<file path="config.mk">
export PLATFORM = sky130hd
export DESIGN_NAME = source_text_scanner_unit
export DESIGN_NICKNAME = d
export VERILOG_FILES = /design/src/rtl/stsc_pkg.sv /design/src/rtl/stsc_out_queue.sv /design/src/rtl/stsc_scan_core.sv /design/src/rtl/source_text_scanner_unit.sv
export SDC_FILE = /design/constraint.sdc
export NUM_CORES = 1
export LEC_CHECK = 0
export ABC_AREA = 1
export BUFFER_PORTS_ARGS = -buffer_cell sky130_fd_sc_hd__buf_2
export CORE_MARGIN = 2
export CORE_UTILIZATION = 49
export DETAILED_ROUTE_END_ITERATION = 8
export GPL_TIMING_DRIVEN = 0
export PLACE_DENSITY = 0.74
export RECOVER_POWER = 100
export REMOVE_ABC_BUFFERS = 1
export SYNTH_ARGS = -nofsm -noshare
export SYNTH_HDL_FRONTEND = slang
export SYNTH_SLANG_ARGS = --single-unit
</file>
<file path="constraint.sdc">
create_clock -name clk -period 4.3 [get_ports clk]
set_input_delay 0.43 -clock clk [delete_from_list [all_inputs] [get_ports clk]]
set_output_delay 0.43 -clock clk [all_outputs]
set_load 0.01 [all_outputs]
</file>
<file path="src/rtl/stsc_pkg.sv">
// Package for the source text scanner: word types, codes and byte constants.
// Used by every module of the block; depends on nothing else.
`timescale 1ns / 1ps
`default_nettype none

package stsc_pkg;

  // Input word.
  typedef struct packed {
    logic       req_type;
    logic [7:0] byte_value;
  } in_word_t;

  // Result word.
  typedef struct packed {
    logic        kind;
    logic [23:0] new_line_ofs;
    logic [23:0] total_lines;
    logic [23:0] total_bytes;
    logic [23:0] char_count;
    logic [23:0] max_line_len;
    logic [1:0]  encoding;
    logic        utf8_valid;
    logic        last;
  } out_word_t;

  // Up to two result words pushed into the output queue in one cycle.
  typedef struct packed {
    logic [1:0] n;
    out_word_t  r0;
    out_word_t  r1;
  } push_t;

  localparam logic REQ_BYTE = 1'b0;
  localparam logic REQ_END  = 1'b1;

  localparam logic KIND_LINE    = 1'b0;
  localparam logic KIND_SUMMARY = 1'b1;

  localparam logic [1:0] ENC_ASCII    = 2'd0;
  localparam logic [1:0] ENC_UTF8     = 2'd1;
  localparam logic [1:0] ENC_UTF8_BOM = 2'd2;

  localparam logic [7:0] BYTE_LF = 8'h0A;
  localparam logic [7:0] BYTE_CR = 8'h0D;
  localparam logic [7:0] BOM_0   = 8'hEF;
  localparam logic [7:0] BOM_1   = 8'hBB;
  localparam logic [7:0] BOM_2   = 8'hBF;

  localparam logic [7:0] MASK_2B = 8'hE0;
  localparam logic [7:0] LEAD_2B = 8'hC0;
  localparam logic [7:0] MASK_3B = 8'hF0;
  localparam logic [7:0] LEAD_3B = 8'hE0;
  localparam logic [7:0] MASK_4B = 8'hF8;
  localparam logic [7:0] LEAD_4B = 8'hF0;
  localparam logic [7:0] MASK_CONT = 8'hC0;
  localparam logic [7:0] PAT_CONT  = 8'h80;

  localparam logic [1:0] BOM_NONE = 2'd0;
  localparam logic [1:0] BOM_ONE  = 2'd1;
  localparam logic [1:0] BOM_TWO  = 2'd2;
  localparam logic [1:0] BOM_FULL = 2'd3;

  localparam int unsigned Q_DEPTH    = 4;
  localparam int unsigned Q_PTR_BITS = 2;
  localparam int unsigned Q_CNT_BITS = 3;

  // Number of continuation bytes that follow a lead byte.
  function automatic logic [1:0] lead_len(input logic [7:0] b);
    logic [1:0] len;
    len = 2'd0;
    if ((b & MASK_2B) == LEAD_2B) len = 2'd1;
    else if ((b & MASK_3B) == LEAD_3B) len = 2'd2;
    else if ((b & MASK_4B) == LEAD_4B) len = 2'd3;
    return len;
  endfunction

  // True for ASCII and for the three multibyte lead patterns.
  function automatic logic lead_ok(input logic [7:0] b);
    return (b[7] == 1'b0) || ((b & MASK_2B) == LEAD_2B) ||
           ((b & MASK_3B) == LEAD_3B) || ((b & MASK_4B) == LEAD_4B);
  endfunction

endpackage

`default_nettype wire

</file>
<file path="src/rtl/stsc_out_queue.sv">
// Four-entry result queue that takes up to two words per cycle and gives one while out_stall is low.
// Depends on stsc_pkg.
`timescale 1ns / 1ps
`default_nettype none

module stsc_out_queue (
  input  wire                 clk,
  input  wire                 rst_n,
  input  wire stsc_pkg::push_t push,
  output logic                room,
  output logic                out_valid,
  input  wire                 out_stall,
  output stsc_pkg::out_word_t out_data
);
  import stsc_pkg::*;

  out_word_t             mem_r [Q_DEPTH];
  logic [Q_PTR_BITS-1:0] wr_ptr_r, wr_ptr_nxt;
  logic [Q_PTR_BITS-1:0] rd_ptr_r, rd_ptr_nxt;
  logic [Q_CNT_BITS-1:0] count_r, count_nxt;
  logic                  pop;

  assign out_valid = (count_r != '0);
  assign out_data  = mem_r[rd_ptr_r];
  assign pop       = out_valid && !out_stall;
  // Two free entries are needed since an end word can push two results.
  assign room      = (count_r <= Q_CNT_BITS'(Q_DEPTH - 2));

  always_comb begin
    wr_ptr_nxt = wr_ptr_r + Q_PTR_BITS'(push.n);
    rd_ptr_nxt = rd_ptr_r + Q_PTR_BITS'(pop);
    count_nxt  = count_r + Q_CNT_BITS'(push.n) - Q_CNT_BITS'(pop);
  end

  always_ff @(posedge clk) begin
    if (!rst_n) begin
      wr_ptr_r <= '0;
      rd_ptr_r <= '0;
      count_r  <= '0;
    end else begin
      wr_ptr_r <= wr_ptr_nxt;
      rd_ptr_r <= rd_ptr_nxt;
      count_r  <= count_nxt;
    end
  end

  always_ff @(posedge clk) begin
    if (push.n != 2'd0) begin
      mem_r[wr_ptr_r] <= push.r0;
    end
    if (push.n == 2'd2) begin
      mem_r[wr_ptr_r + Q_PTR_BITS'(1)] <= push.r1;
    end
  end

  a_no_overflow: assert property (@(posedge clk) disable iff (!rst_n)
    (Q_CNT_BITS + 1)'(count_r) + (Q_CNT_BITS + 1)'(push.n) <= (Q_CNT_BITS + 1)'(Q_DEPTH))
    else $error("result queue overflow");

  a_push_needs_room: assert property (@(posedge clk) disable iff (!rst_n)
    (push.n != 2'd0) |-> $past(room) || !$past(rst_n) || (count_r <= Q_CNT_BITS'(Q_DEPTH - 2)))
    else $error("push into a queue without room");

  a_count_tracks: assert property (@(posedge clk) disable iff (!rst_n)
    (count_r == '0) |-> (wr_ptr_r == rd_ptr_r))
    else $error("empty queue with pointers apart");

endmodule

`default_nettype wire

</file>
<file path="src/rtl/stsc_scan_core.sv">
// Per-byte scanner state: line break tracking, character statistics,
// UTF-8 check and encoding detection. Depends on stsc_pkg.
`timescale 1ns / 1ps
`default_nettype none

module stsc_scan_core #(
  parameter int unsigned COUNT_BITS = 24
) (
  input  wire                clk,
  input  wire                rst_n,
  input  wire                accept,
  input  wire stsc_pkg::in_word_t in_word,
  output stsc_pkg::push_t    push
);
  import stsc_pkg::*;

  localparam int unsigned W  = COUNT_BITS;
  localparam int unsigned MW = (W > 24) ? W : 24;

  logic [W-1:0] off_r, off_nxt;
  logic         lcr_r, lcr_nxt;
  logic         scr_r, scr_nxt;
  logic [1:0]   skip_r, skip_nxt;
  logic [1:0]   ce_r, ce_nxt;
  logic         vld_r, vld_nxt;
  logic [W-1:0] lt_r, lt_nxt;
  logic [W-1:0] ct_r, ct_nxt;
  logic [W-1:0] cur_r, cur_nxt;
  logic [W-1:0] lng_r, lng_nxt;
  logic         hi_r, hi_nxt;
  logic [1:0]   bom_r, bom_nxt;

  logic [7:0]   b;
  logic         is_lf, is_cr;
  logic         emit;
  logic [W-1:0] emit_at;
  logic [W-1:0] longest;
  logic [W-1:0] lt_end;
  logic [1:0]   enc;
  out_word_t    sum_word;

  function automatic logic [W-1:0] sat_inc(input logic [W-1:0] v);
    return (v == '1) ? v : v + W'(1);
  endfunction

  function automatic logic [23:0] clamp24(input logic [W-1:0] v);
    logic [MW-1:0] ext;
    ext = MW'(v);
    return (ext > MW'(24'hFFFFFF)) ? 24'hFFFFFF : ext[23:0];
  endfunction

  function automatic out_word_t line_word(input logic [W-1:0] start);
    out_word_t w;
    w              = '0;
    w.kind         = KIND_LINE;
    w.new_line_ofs = clamp24(start);
    return w;
  endfunction

  assign b     = in_word.byte_value;
  assign is_lf = (b == BYTE_LF);
  assign is_cr = (b == BYTE_CR);

  // Summary fields, valid when the end word is taken.
  always_comb begin
    longest = (cur_r > lng_r) ? cur_r : lng_r;
    lt_end  = lcr_r ? sat_inc(lt_r) : lt_r;
    if (bom_r == BOM_FULL) enc = ENC_UTF8_BOM;
    else if (hi_r) enc = ENC_UTF8;
    else enc = ENC_ASCII;
    sum_word              = '0;
    sum_word.kind         = KIND_SUMMARY;
    sum_word.total_lines  = clamp24(lt_end);
    sum_word.total_bytes  = clamp24(off_r);
    sum_word.char_count   = clamp24(ct_r);
    sum_word.max_line_len = clamp24(longest);
    sum_word.encoding     = enc;
    sum_word.utf8_valid   = vld_r && (ce_r == 2'd0);
    sum_word.last         = 1'b1;
  end

  always_comb begin
    off_nxt  = off_r;
    lcr_nxt  = lcr_r;
    scr_nxt  = scr_r;
    skip_nxt = skip_r;
    ce_nxt   = ce_r;
    vld_nxt  = vld_r;
    lt_nxt   = lt_r;
    ct_nxt   = ct_r;
    cur_nxt  = cur_r;
    lng_nxt  = lng_r;
    hi_nxt   = hi_r;
    bom_nxt  = bom_r;
    emit     = 1'b0;
    emit_at  = off_r;
    push     = '0;

    if (accept && (in_word.req_type == REQ_END)) begin
      if (lcr_r) begin
        push.n  = 2'd2;
        push.r0 = line_word(off_r);
        push.r1 = sum_word;
      end else begin
        push.n  = 2'd1;
        push.r0 = sum_word;
      end
      // The summary closes the text; the next byte starts a new one.
      off_nxt  = '0;
      lcr_nxt  = 1'b0;
      scr_nxt  = 1'b0;
      skip_nxt = 2'd0;
      ce_nxt   = 2'd0;
      vld_nxt  = 1'b1;
      lt_nxt   = W'(1);
      ct_nxt   = '0;
      cur_nxt  = '0;
      lng_nxt  = '0;
      hi_nxt   = 1'b0;
      bom_nxt  = BOM_NONE;
    end else if (accept) begin
      if (b[7]) hi_nxt = 1'b1;
      if (off_r == '0 && bom_r == BOM_NONE && b == BOM_0) bom_nxt = BOM_ONE;
      else if (off_r == W'(1) && bom_r == BOM_ONE && b == BOM_1) bom_nxt = BOM_TWO;
      else if (off_r == W'(2) && bom_r == BOM_TWO && b == BOM_2) bom_nxt = BOM_FULL;
      off_nxt = sat_inc(off_r);

      // Line starts. A CR waits one byte to see whether an LF joins it.
      if (lcr_r) begin
        emit    = 1'b1;
        emit_at = is_lf ? off_nxt : off_r;
        lcr_nxt = is_cr;
      end else if (is_lf) begin
        emit    = 1'b1;
        emit_at = off_nxt;
      end else if (is_cr) begin
        lcr_nxt = 1'b1;
      end
      if (emit) begin
        lt_nxt  = sat_inc(lt_r);
        push.n  = 2'd1;
        push.r0 = line_word(emit_at);
      end

      // Character statistics; bytes skipped after a lead are not examined.
      if (skip_r != 2'd0) begin
        skip_nxt = skip_r - 2'd1;
      end else if (scr_r && is_lf) begin
        scr_nxt = 1'b0;
      end else begin
        scr_nxt = 1'b0;
        if (is_lf || is_cr) begin
          lng_nxt = longest;
          cur_nxt = '0;
          scr_nxt = is_cr;
        end else begin
          cur_nxt  = sat_inc(cur_r);
          skip_nxt = lead_len(b);
        end
        ct_nxt = sat_inc(ct_r);
      end

      // Validity check on lead and continuation patterns.
      if (ce_r != 2'd0) begin
        if ((b & MASK_CONT) == PAT_CONT) begin
          ce_nxt = ce_r - 2'd1;
        end else begin
          vld_nxt = 1'b0;
          ce_nxt  = 2'd0;
        end
      end else if (!lead_ok(b)) begin
        vld_nxt = 1'b0;
      end else begin
        ce_nxt = lead_len(b);
      end
    end
  end

  always_ff @(posedge clk) begin
    if (!rst_n) begin
      off_r  <= '0;
      lcr_r  <= 1'b0;
      scr_r  <= 1'b0;
      skip_r <= 2'd0;
      ce_r   <= 2'd0;
      vld_r  <= 1'b1;
      lt_r   <= W'(1);
      ct_r   <= '0;
      cur_r  <= '0;
      lng_r  <= '0;
      hi_r   <= 1'b0;
      bom_r  <= BOM_NONE;
    end else begin
      off_r  <= off_nxt;
      lcr_r  <= lcr_nxt;
      scr_r  <= scr_nxt;
      skip_r <= skip_nxt;
      ce_r   <= ce_nxt;
      vld_r  <= vld_nxt;
      lt_r   <= lt_nxt;
      ct_r   <= ct_nxt;
      cur_r  <= cur_nxt;
      lng_r  <= lng_nxt;
      hi_r   <= hi_nxt;
      bom_r  <= bom_nxt;
    end
  end

  a_end_clears: assert property (@(posedge clk) disable iff (!rst_n)
    accept && (in_word.req_type == REQ_END) |=> (off_r == '0) && (lt_r == W'(1)) && !lcr_r)
    else $error("state not cleared after summary");

  a_line_total_nonzero: assert property (@(posedge clk) disable iff (!rst_n)
    lt_r != '0)
    else $error("line total dropped to zero");

  a_end_pushes_summary: assert property (@(posedge clk) disable iff (!rst_n)
    accept && (in_word.req_type == REQ_END) |-> (push.n != 2'd0) &&
      ((push.n == 2'd1 && push.r0.last) || (push.n == 2'd2 && push.r1.last)))
    else $error("end word without summary");

  a_lines_bounded: assert property (@(posedge clk) disable iff (!rst_n)
    lt_r <= sat_inc(off_r))
    else $error("more lines than bytes allow");

endmodule

`default_nettype wire

</file>
<file path="src/rtl/source_text_scanner_unit.sv">
// Top level of the source text scanner: scanner core and result queue.
// Depends on stsc_pkg, stsc_scan_core and stsc_out_queue.
//
//   channel  direction  handshake            word
//   in_      input      in_valid / in_stall  stsc_pkg::in_word_t
//   out_     output     out_valid / out_stall stsc_pkg::out_word_t
//
// One input word is taken per cycle while in_stall is low; its results enter the
// result queue at the same edge and reach out_ after the results queued before them.
// An end word yields up to two results, so in_stall rises whenever the queue
// holds fewer than two free entries; with out_stall low it never rises.
// rst_n is synchronous and active low; it empties the queue and clears state.
`timescale 1ns / 1ps
`default_nettype none

module source_text_scanner_unit #(
  parameter int unsigned COUNT_BITS = 24
) (
  input  wire                 clk,
  input  wire                 rst_n,
  input  wire                 in_valid,
  output logic                in_stall,
  input  wire stsc_pkg::in_word_t in_data,
  output logic                out_valid,
  input  wire                 out_stall,
  output stsc_pkg::out_word_t out_data
);
  import stsc_pkg::*;

  push_t push;
  logic  room;
  logic  accept;

  assign in_stall = !room;
  assign accept   = in_valid && room;

  stsc_scan_core #(
    .COUNT_BITS(COUNT_BITS)
  ) u_core (
    .clk    (clk),
    .rst_n  (rst_n),
    .accept (accept),
    .in_word(in_data),
    .push   (push)
  );

  stsc_out_queue u_queue (
    .clk      (clk),
    .rst_n    (rst_n),
    .push     (push),
    .room     (room),
    .out_valid(out_valid),
    .out_stall(out_stall),
    .out_data (out_data)
  );

endmodule

`default_nettype wire
</file>
* Word-level counts from Yosys, hierarchy flattened *
Memories as Yosys holds them, arrays and structs flattened. A register that Yosys moved wholly into a read port is not among the register bits.
Index checks and enable logic that the tools add are counted.

word-level totals
  word-level logic and storage cells = 151
  RAM bits = 500
  input bits = 13
  memories kept = 1
  flip-flop bits (word level) = 137
  output and inout bits = 127

operators by class
  equal/unequal tests = 24
  magnitude comparators = 7
  mux-type cells = 51
  bitwise logic cells = 5
  reductions and logical operators = 37
  add/sub/neg operators = 11

memory list
  name           words  bits a word  read ports  clocked after Yosys merged registers in  wr ports  line                  text
  u_queue.mem_r  4      125          1           1                                        2         stsc_out_queue.sv:17  out_word_t mem_r [Q_DEPTH];

operators by type and width
  kind                                                    count
  2-to-1 mux 127 bit                                      3
  2-to-1 mux 24 bit                                       14
  2-to-1 mux 125 bit                                      2
  2-to-1 mux 126 bit                                      1
  > comparator 24 bit (second input constant)             5
  adder 24 x 1 -> 24 bit (second input constant)          4
  equality test 24 bit (second input constant)            4
  2-to-1 mux 2 bit                                        14
  equality test 24 x 1 -> 1 bit (second input constant)   1
  equality test 24 x 2 -> 1 bit (second input constant)   1
  equality test 8 bit (second input constant)             3
  > comparator 24 bit                                     1
  logical NOT 24 bit                                      1
  2-to-1 mux 1 bit                                        17
  equality test 8 x 4 -> 1 bit (second input constant)    2
  AND reduction 4 bit                                     3
  logical AND 1 bit                                       11
  AND reduction 2 bit                                     5
  equality test 2 bit (second input constant)             4
  inequality test 2 x 1 -> 1 bit (second input constant)  4
  nonzero test 2 bit                                      4
  AND reduction 3 bit                                     2
  nonzero test 3 bit                                      2
  equality test 5 bit (second input constant)             1
  other kinds (16)                                        26

* Logic depth before layout (Yosys ltp) *
Gate-level depths: netlist of the first run.

  depth in word-level cells = 13
  gate-level depth with buffers = 16
  mapped depth without buffers = 15

* Cells and area by module *
From an unflattened synthesis of the first run, not the netlist that was laid out.

second synthesis, totals
  cell total of the unflattened synthesis = 4353
  area total of the unflattened synthesis = 35342.6 sq um

modules (own cells, without submodules)
  module                    instances  area each (sq um)  sequential area each (sq um)  cells an instance
  stsc_out_queue            1          24752.5            15154.5                       2507
  stsc_scan_core            1          10578.9            2602.5                        1843
  source_text_scanner_unit  1          11.3               0.0                           3

* Worst setup path before layout of the first run *
Ideal clock, no wire load.

  path kind = input to register
  start point = input in_data[4] (netlist bit)
  end point = memory u_queue.mem_r[3][0] (netlist bit), enable pin
  data required time = 3.838 ns
  setup slack = 0.158 ns
  library setup time = 0.462 ns
  arrival time = 3.680 ns
  buffers on the path = 1
  stages on the path = 12
  path through = inv_2 > nand2_1 > nor3_2 > nand2_2 > nand2_1 > nand2_1 > nand2_1 > inv_2 > nor2_4 > inv_2 > buf_2 > nand2_1

RTL lines
  item                line                            text
  start: declaration  source_text_scanner_unit.sv:23  input wire stsc_pkg::in_word_t in_data,
  end: declaration    stsc_out_queue.sv:17

==> results.md, run 1 <==
Outcome:
- The flow ran to the end, but the final reports show violations.
- The checks that failed: max-capacitance violations, max-slew violations.

Critical path:
- The register-to-register setup slack is 170 ps.
- The arrival time of data at the critical path endpoint is 4370 ps.
- For this run, the slowest stage of the critical path takes around 530 ps.
- The depth of the worst register-to-register path is 10.
- The capturing point of the worst reg2reg path is u_queue.mem_r[2][9].
- The data required time at the worst endpoint is 4550 ps.
- The critical-path cell with the highest stage delay is sky130_fd_sc_hd__nand2_8.
- The critical-path maximum fanout is 53.
- The critical path class is flop to flop.
- The critical path launch point type is a flop.
- The startpoint of the most critical register-to-register path is u_queue.count_r[1].
- STA classifies the critical path endpoint as a flop.
- The critical path goes through nand2_2 -> nand3_4 -> inv_4 -> nand2_1 -> nand2_1 -> inv_2 -> nor2_4 -> inv_2 -> nand2_8 -> buf_16.

Layout:
- The number of inserted filler cells in the final layout is 5655.
- The final cell utilization of the core is 0.550.
- For this run, the post-layout net count is around 3800.
- The signed area change from the synthesized netlist to the final layout is 10.7%.
- The proportion of layout cells with a drive suffix above 1 is 0.0559.

Place:
- The total half-perimeter wirelength after legalization and detailed placement is 50400 um.
- The placer congestion estimate is 0.930.
- Timing analysis after detailed placement gives a worst setup slack of -1440 ps.
- The number of port buffers is approximately 140.

Floorplan:
- The die height is 255 um.
- Row generation in the floorplan step produced 91 rows.
- The die is 255 um wide.
- 140 I/O pins were placed.
- The core region is 61900 um2.
- The starting density of the core is 0.497.
- The die covers 64900 um2.

Detailed routing:
- The starting DRC count in detailed routing is 2360.
- The per-cell via count in the routed design is between 5 and 6.
- In the final routed layout, each cell accounts on average for 18.5 um.
- Summed over all layers, the routed wires come to 85600 um.
- Once detail routing completed, the nets flagged for antenna violations numbered 0.
- The DRC violations left is 0.
- Before antenna repair, the detailed router went through 5 iterations.
- The total via count in the routed design is 26200.

Yosys:
- The top-area cell type share of the netlist area is 0.390.
- The fraction of registers with async set or reset after synthesis is 0.
- In this run the cell area of the synthesized design comes to 30800 um2.
- Of all cell types, the one taking the most synthesized area is sky130_fd_sc_hd__edfxtp_1.
- For this run, the register share of the synthesized area comes to 0.542.
- After synthesis, the cell types taking the most area are sky130_fd_sc_hd__edfxtp_1 39%, sky130_fd_sc_hd__dfxtp_1 15%, sky130_fd_sc_hd__nand2_1 9.5%, sky130_fd_sc_hd__nor2_1 8.8%, sky130_fd_sc_hd__o21ai_0 6.2%.
- The number of enable-type register cells in the synthesized netlist is 400.
- The number of library cell types mapped by synthesis is 47.
- The synthesized area per cell is about 8.3 um2.
- Among all flip-flop cells after synthesis, the most frequent one is sky130_fd_sc_hd__edfxtp_1.
- After synthesis the netlist holds a flip-flop and latch count of about 630.
- The post-synthesis instance total is roughly 3700.
- During synthesis, Yosys emitted a total of 0 warnings.

Clock network:
- The register clock-pin slew on the reported worst setup and hold paths is 60 ps.
- No sink is reached through more buffers than the 3 on the longest clock path.
- Clock tree synthesis inserted a total of 66 buffers.
- The clock net in this run drives a total of 633 sinks.
- The clock insertion delay at the later pin of the skew report is 610 ps.
- The number of H-tree branching levels is 3.
- The tree is rooted in a sky130_fd_sc_hd__clkbuf_16.
- The clock tree from TritonCTS is done.

Global routing:
- The via count of the first global-routing pass came to 24600.
- Entering global routing, the biggest net connects between 100 and 150 pins.
- The number of antenna violations at the first check in global routing is 4.
- The global-route wire length before repair is between 100000 and 150000 um.
- The overall track demand over capacity in global routing is 0.262.
- Global routing finished with a remaining overflow of 0.

STA:
- For the pin with the worst max-slew slack, the measured transition is 1790 ps.
- The worst pin sits at a relative slew slack of -0.199.
- The final count of hold timing violations was 0.
- After routing, the total negative slack on setup checks comes to 0 ps.
- The clock period could shrink to 4130 ps.
- The count of pins over their slew limit is 27.
- The peak clock frequency supported by timing is 242 MHz.
- Setup repair after global routing left no endpoint under its margin.
- Setup violations remaining at the end of the flow were counted as 0.
- The worst setup skew after layout is 31.1 ps.
- Once routing completed, OpenROAD measured the worst setup slack at between 150 and 200 ps.
- In the finished design, the share of the clock period the worst path needs comes to 0.960.

Power and ir drop:
- The clock network power share is 0.335.
- The sequential share of power is 0.399.
- The cell internal power dissipation is 11.4 mW.
- Summed over all nets, the switching power comes to 6.05 mW.
- The leakage power of the design is approximately 13 nW.
- The worst-case IR drop observed on VDD is 312 uV.
- The combinational share of power is 0.266.
- The total power draw is 17.4 mW.
- In this run the power density over the cells is roughly 500 nW/um2.
- The switching power share of the total is 0.347.

Hold path:
- Along the worst hold path, the cell count comes to 3.
- The worst min-delay path class is primary input to flop.
- The critical hold path startpoint is rst_n.
- The worst hold path terminates at u_queue.rd_ptr_r[0].

Run:
- The total of max-cap violations is 1.
## worst max-delay path by stage
stage | from | to | slack, ps | cells past startpoint
after floorplan | u_queue.rd_ptr_r[0] | out_data[0] | -5560 | 3
after global placement | u_queue.rd_ptr_r[0] | out_data[65] | -15820 | 4
after detailed placement | in_valid | u_queue.mem_r[3][16] | -1440 | 11
after CTS | u_queue.count_r[1] | u_queue.mem_r[1][63] | 30 | 10
after global routing | u_queue.count_r[1] | u_queue.mem_r[2][9] | 70 | 10
final | u_queue.count_r[1] | u_queue.mem_r[2][9] | 170 | 10
## layout make-up
class | instances | area (um2) | area share
sequential | 633 | 16700 | 0.490
multi-input combinational | 2597 | 12100 | 0.356
clock buffer | 89 | 1870 | 0.0550
tap | 837 | 1050 | 0.0307
inverter | 265 | 1020 | 0.0299
timing repair buffer | 161 | 1010 | 0.0296
clock inverter | 30 | 317 | 0.00929
antenna | 1 | 2.50 | 0.0000734
## critical path: cells and delay by family, from the launching register on
family | cells | cell delay, ps
buffers and inverters | 4 | 1260
DFF | 1 | 340
and+or+nand+nor | 6 | 2050
## cells in the final DEF, fill, tap and decap left out, types with 3 or more instances in the layout
| master | count |
|---|---|
| sky130_fd_sc_hd__clkbuf_8 | 5 |
| sky130_fd_sc_hd__nand2_1 | 778 |
| sky130_fd_sc_hd__nor2_1 | 725 |
| sky130_fd_sc_hd__nand4_1 | 28 |
| sky130_fd_sc_hd__or2_2 | 4 |
| sky130_fd_sc_hd__buf_12 | 4 |
| sky130_fd_sc_hd__xor2_1 | 44 |
| sky130_fd_sc_hd__clkbuf_1 | 134 |
| sky130_fd_sc_hd__o22ai_1 | 163 |
| sky130_fd_sc_hd__dfxtp_1 | 231 |
| sky130_fd_sc_hd__o21ai_0 | 382 |
| sky130_fd_sc_hd__nand2_2 | 7 |
| sky130_fd_sc_hd__nand2_8 | 4 |
| sky130_fd_sc_hd__nand3b_1 | 3 |
| sky130_fd_sc_hd__nor2_2 | 5 |
| sky130_fd_sc_hd__ha_1 | 37 |
| sky130_fd_sc_hd__clkinvlp_4 | 5 |
| sky130_fd_sc_hd__inv_2 | 13 |
| sky130_fd_sc_hd__edfxtp_1 | 400 |
| sky130_fd_sc_hd__buf_16 | 12 |
| sky130_fd_sc_hd__nand2_4 | 3 |
| sky130_fd_sc_hd__nor3_1 | 44 |
| sky130_fd_sc_hd__nand3_1 | 230 |
| sky130_fd_sc_hd__clkinv_1 | 9 |
| sky130_fd_sc_hd__inv_4 | 10 |
| sky130_fd_sc_hd__buf_2 | 19 |
| sky130_fd_sc_hd__nor2_4 | 11 |
| sky130_fd_sc_hd__clkinv_2 | 6 |
| sky130_fd_sc_hd__nor3_2 | 7 |
| sky130_fd_sc_hd__a21oi_1 | 101 |
| sky130_fd_sc_hd__clkbuf_16 | 70 |
| sky130_fd_sc_hd__buf_4 | 4 |
| sky130_fd_sc_hd__bufinv_16 | 6 |
| sky130_fd_sc_hd__inv_1 | 242 |
## timing repair
item	CTS	global route
resized for setup	13	3
endpoints found under the setup margin	749	278
hold buffers	0	0
pin swaps	5	3
gates cloned	5	0
setup buffers	0	4
## cell usage after synthesis, types with 2 or more instances
master,instances
sky130_fd_sc_hd__nand2_2,9
sky130_fd_sc_hd__nor3_2,9
sky130_fd_sc_hd__clkbuf_1,107
sky130_fd_sc_hd__o21ai_1,2
sky130_fd_sc_hd__a21o_1,2
sky130_fd_sc_hd__nand2_1,781
sky130_fd_sc_hd__edfxtp_1,400
sky130_fd_sc_hd__a211oi_1,2
sky130_fd_sc_hd__nor2_2,3
sky130_fd_sc_hd__nor2_1,723
sky130_fd_sc_hd__a21oi_2,2
sky130_fd_sc_hd__or2_2,4
sky130_fd_sc_hd__a21oi_4,2
sky130_fd_sc_hd__and2_1,2
sky130_fd_sc_hd__o22ai_1,163
sky130_fd_sc_hd__o21ai_0,379
sky130_fd_sc_hd__inv_2,23
sky130_fd_sc_hd__nand3_1,230
sky130_fd_sc_hd__buf_2,53
sky130_fd_sc_hd__nand3b_1,3
sky130_fd_sc_hd__xor2_1,44
sky130_fd_sc_hd__buf_6,25
sky130_fd_sc_hd__ha_1,37
sky130_fd_sc_hd__a21oi_1,99
sky130_fd_sc_hd__nor2_4,11
sky130_fd_sc_hd__buf_1,15
sky130_fd_sc_hd__buf_4,5
sky130_fd_sc_hd__nand4_1,28
sky130_fd_sc_hd__inv_1,241
sky130_fd_sc_hd__dfxtp_1,233
sky130_fd_sc_hd__nor3_4,2
sky130_fd_sc_hd__nor3_1,42
## power groups by stage
stage          Sequential [mW]  Combinational (mW)  Clock (mW)
6_report                  6.95                4.64        5.84
3_5_place_dp              7.08                4.72           0
4_1_cts                   6.95                4.79        5.89
5_1_grt                   6.98                5.12        6.15
3_3_place_gp              7.31                4.17           0
2_1_floorplan             7.14                2.81           0
## sequential cells by signal, indices dropped and copies added, names as in the netlist, 2 cells and up
name,cells
u_queue.mem_r,496
u_core.ct_r,24
u_core.cur_r,24
u_core.lng_r,24
u_core.lt_r,24
u_core.off_r,24
u_queue.count_r,3
u_core.bom_r,2
u_core.ce_r,2
u_core.skip_r,2
u_queue.rd_ptr_r,2
u_queue.wr_ptr_r,2
## metal layers
| layer | global-route usage | wire, um | up-vias |
|---|---|---|---|
| li1 | - | - | 12400 |
| met5 | 0 | 27 | - |
| met2 | 0.429 | 40100 | 1111 |
| met1 | 0.345 | 35300 | 12500 |
| met4 | 0.111 | 3050 | 4 |
| met3 | 0.0430 | 7070 | 185 |
## through the flow
step | cells | hold slack, ps | cell area (um2)
detailed placement | 4484 | 439 | 32000
floorplan | 3490 | 426 | 29700
finish | 4613 | 109 | 34100
global placement | 4466 | 435 | 31500
global route | 4613 | 116 | 34100
CTS | 4608 | 110 | 34300
## cell families (layout without fill, tap and decap cells)
kind of cell / after synthesis / in the layout / synth area share
DFF: 633 / 633 / 0.542
AOI/OAI and AO/OA: 656 / 656 / 0.115
and+or+nand+nor: 1853 / 1858 / 0.248
xor gates and xnor gates: 45 / 45 / 0.0128
other: 0 / 1 / 0
adders and majority gates: 38 / 38 / 0.0157
buffers and inverters: 471 / 545 / 0.0667
(Power assumes the default switching activity.)
==> run 2, diff against run 1 <==
Settings changed: CORE_MARGIN 2 to 10, REMOVE_ABC_BUFFERS 1 to unset.
==> results.md, run 2 (synthesis gave the netlist of run 1 again) <==
Outcome:
- The flow ran to the end, and the final reports show no timing, DRC or antenna violations.

Place:
- The placed cell area is 32700 um2 (+2.3%).
- The total half-perimeter wirelength after legalization and detailed placement is 66500 um (+32%).
- The number of port buffers was 139 (unchanged).
- The placer congestion estimate is 0.975 (+4.8%).

Clock network:
- The number of clock buffers inserted by TritonCTS is 67 (+1.5%).
- The register clock-pin slew on the reported worst setup and hold paths is 60 ps (about the same).
- The clock tree from TritonCTS is done.
- The cell chosen for the clock root is sky130_fd_sc_hd__clkbuf_16.
- The post-CTS setup-driven buffer insertion count is 0 (unchanged).
- The number of H-tree branching levels is 3 (unchanged).
- The buffer depth of the longest clock path is 3 (unchanged).
- The count of clock tree sinks is 633 (unchanged).
- The clock insertion delay at the later pin of the skew report is 620 ps (about the same).
- The post-cts hold buffer count was 0 (unchanged).

Power and ir drop:
- The total power divided by cell area came to 514 nW/um2 (+0.42%).
- The worst voltage drop across the vdd grid came to 257 uV (-17%).
- The leakage power of the design is 13.0 nW (+1.0%).
- The total power draw is 17.6 mW (+1.1%).

Layout:
- The flip-flop count of the largest register after layout is 496 (unchanged).
- Relative to the synthesized area, the layout overhead comes to 11.5%.
- The number of inserted filler cells in the final layout was 5679 (+0.42%).
- The cell area after layout is 34300 um2 (+0.72%).
- The final cell utilization of the core is 0.554 (+0.00396).
- The count of nets after finishing is 3960 (+4.9%).
- The proportion of layout cells with a drive suffix above 1 is 0.0538 (-0.00209).
- The register with the most flip-flops in the final layout is u_queue.mem_r.
- The library cells used most frequently in the layout, excluding fill and tap cells, are 782 x sky130_fd_sc_hd__nand2_1, 729 x sky130_fd_sc_hd__nor2_1, 400 x sky130_fd_sc_hd__edfxtp_1.
- The most common cell after layout, fill and taps aside is sky130_fd_sc_hd__nand2_1.

Global routing:
- The residual overflow from global routing is 0 (unchanged).
- The via count of the first global-routing pass came to 25800 (+5.0%).
- The global-route wire length before repair was 148000 um (+10%).
- The number of antenna violations at the first check in global routing is 7 (+3).
- The overall track demand over capacity in global routing came to 0.254 (-0.00741).
- The maximum number of pins on one net before global-route repair is 54 (-59%).

STA:
- The actual slew at the worst max-slew pin was 979 ps (-813 ps).
- Setup repair after global routing left no endpoint under its margin.
- The peak clock frequency supported by timing came to 239 MHz (-1.2%).
- The count of pins over their slew limit is 0 (-100%).
- The worst hold slack is 98.7 ps (-10.6 ps).
- The worst-case headroom to the max-slew limit came to 0.347 (+0.546).
- The share of the clock period used by the worst path after layout is 0.972 (+0.0121).
- The setup-violating endpoint count in the final report is 0 (unchanged).
- The final critical delay including setup and external delays is 4180 ps (+52.1 ps).
- The worst setup skew after layout was 30.5 ps (-0.631 ps).
- The final count of hold timing violations was 0 (unchanged).

Critical path:
- The critical path launch point type is a flop.
- The register-to-register setup slack is 220 ps (+50 ps).
- The arrival time of data at the critical path endpoint is 3750 ps (-620 ps).
- The element type at the critical path end is an output pin.
- The endpoint identified for the worst register-to-register timing path is u_queue.mem_r[0][30].
- The startpoint of the most critical register-to-register path is u_queue.count_r[1].
- The critical-path maximum fanout was 10 (-81%).
- The depth of the worst register-to-register path came to 12 (+2).
- The critical path class is flop to output pin.
- The data required time at the worst endpoint came to 3870 ps (-680 ps).

Floorplan:
- The die span in x is 271 um (+6.3%).
- The starting density of the core is 0.497 (unchanged).
- The count of boundary I/O pins is 140 (unchanged).
- The area inside the core boundary is 61900 um2 (unchanged).
- The number of placement rows is 91 (unchanged).
- The die area is 73300 um2 (+13%).
- The die height was 271 um (+6.3%).

Hold path:
- The worst min-delay path class is primary input to flop.
- The critical hold path startpoint is rst_n.
- The number of stages on the worst hold path is 3 (unchanged).
- The worst hold path endpoint is u_queue.wr_ptr_r[0].

Detailed routing:
- The wire length after detailed routing is 96800 um (+13%).
- The starting DRC count in detailed routing came to 3411 (+45%).
- The remaining antenna violation count was 0 (unchanged).
- The routed wire length per instance came to 20.2 um (+8.8%).
- The DRC violations left is 0 (unchanged).
- The total via count in the routed design was 27400 (+4.6%).
- The number of search-and-repair iterations in the first detailed-routing pass was 6 (+1).
- The per-cell via count in the routed design came to 5.71 (+0.57%).

Yosys:
- The net count of the mapped netlist is 3747.

Run:
- The total of max-cap violations is 0 (-1).
==> run 2: routing by layer <==
| layer | GRT usage | share of wire | vias to the layer above |
|---|---|---|---|
| met1 | 0.332 | 0.40 | 12900 |
| met3 | 0.0421 | 0.091 | 228 |
| met2 | 0.409 | 0.46 | 1431 |
| li1 | - | - | 12800 |
| met5 | 0 | 0.00018 | - |
| met4 | 0.117 | 0.043 | 2 |
==> run 2: worst max-delay path, cell delays in order (launching register included) <==
cell and delay, ps:
sky130_fd_sc_hd__dfxtp_1 550, sky130_fd_sc_hd__clkbuf_2 420, sky130_fd_sc_hd__inv_1 270, sky130_fd_sc_hd__clkbuf_2 490
sky130_fd_sc_hd__clkbuf_1 680, sky130_fd_sc_hd__o21ai_0 180, sky130_fd_sc_hd__o22ai_1 330, sky130_fd_sc_hd__clkbuf_1 200
==> run 2: cell type report <==
cell class | instances | area [um2] | area share
sequential | 633 | 16700 | 0.486
multi-input combinational | 2592 | 12000 | 0.350
clock buffer | 90 | 1870 | 0.0544
tap | 837 | 1050 | 0.0305
inverter | 265 | 997 | 0.0291
buffer | 205 | 850 | 0.0248
timing repair buffer | 145 | 659 | 0.0192
clock inverter | 29 | 196 | 0.00572
antenna | 3 | 7.51 | 0.000219
==> run 2: what timing repair did <==
action	in CTS	in global routing
endpoints found under the hold margin	0	0
gates resized for setup	4	2
endpoints found under the setup margin	74	2
==> run 2: worst max-delay path by stage <==
stage / startpoint / to / slack [ps]
finish: u_queue.rd_ptr_r[0] / out_data[82] / 120
global route: u_queue.count_r[1] / u_queue.mem_r[0][30] / 90
CTS: u_queue.rd_ptr_r[1] / out_data[76] / 60
detailed placement: u_queue.rd_ptr_r[0] / out_data[124] / 260
global placement: in_valid / u_queue.mem_r[3][15] / -2520
floorplan: in_data[4] / u_queue.mem_r[3][0] / 160
==> run 2: through the flow <==
step                worst slack, ps  cells  setup TNS [ps]
CTS                            57.8   4797               0
global placement              -2520   4672         -931140
global route                   93.9   4797               0
floorplan                       158   3696               0
detailed placement              259   4678               0
finish                          120   4799               0
==> run 2: where the power goes <==
| part | internal, mW | switching (mW) |
|---|---|---|
| combinational | 1.28 | 3.90 |
| clock | 3.17 | 2.41 |
| sequential | 6.70 | 0.172 |
| total | 11.2 | 6.48 |
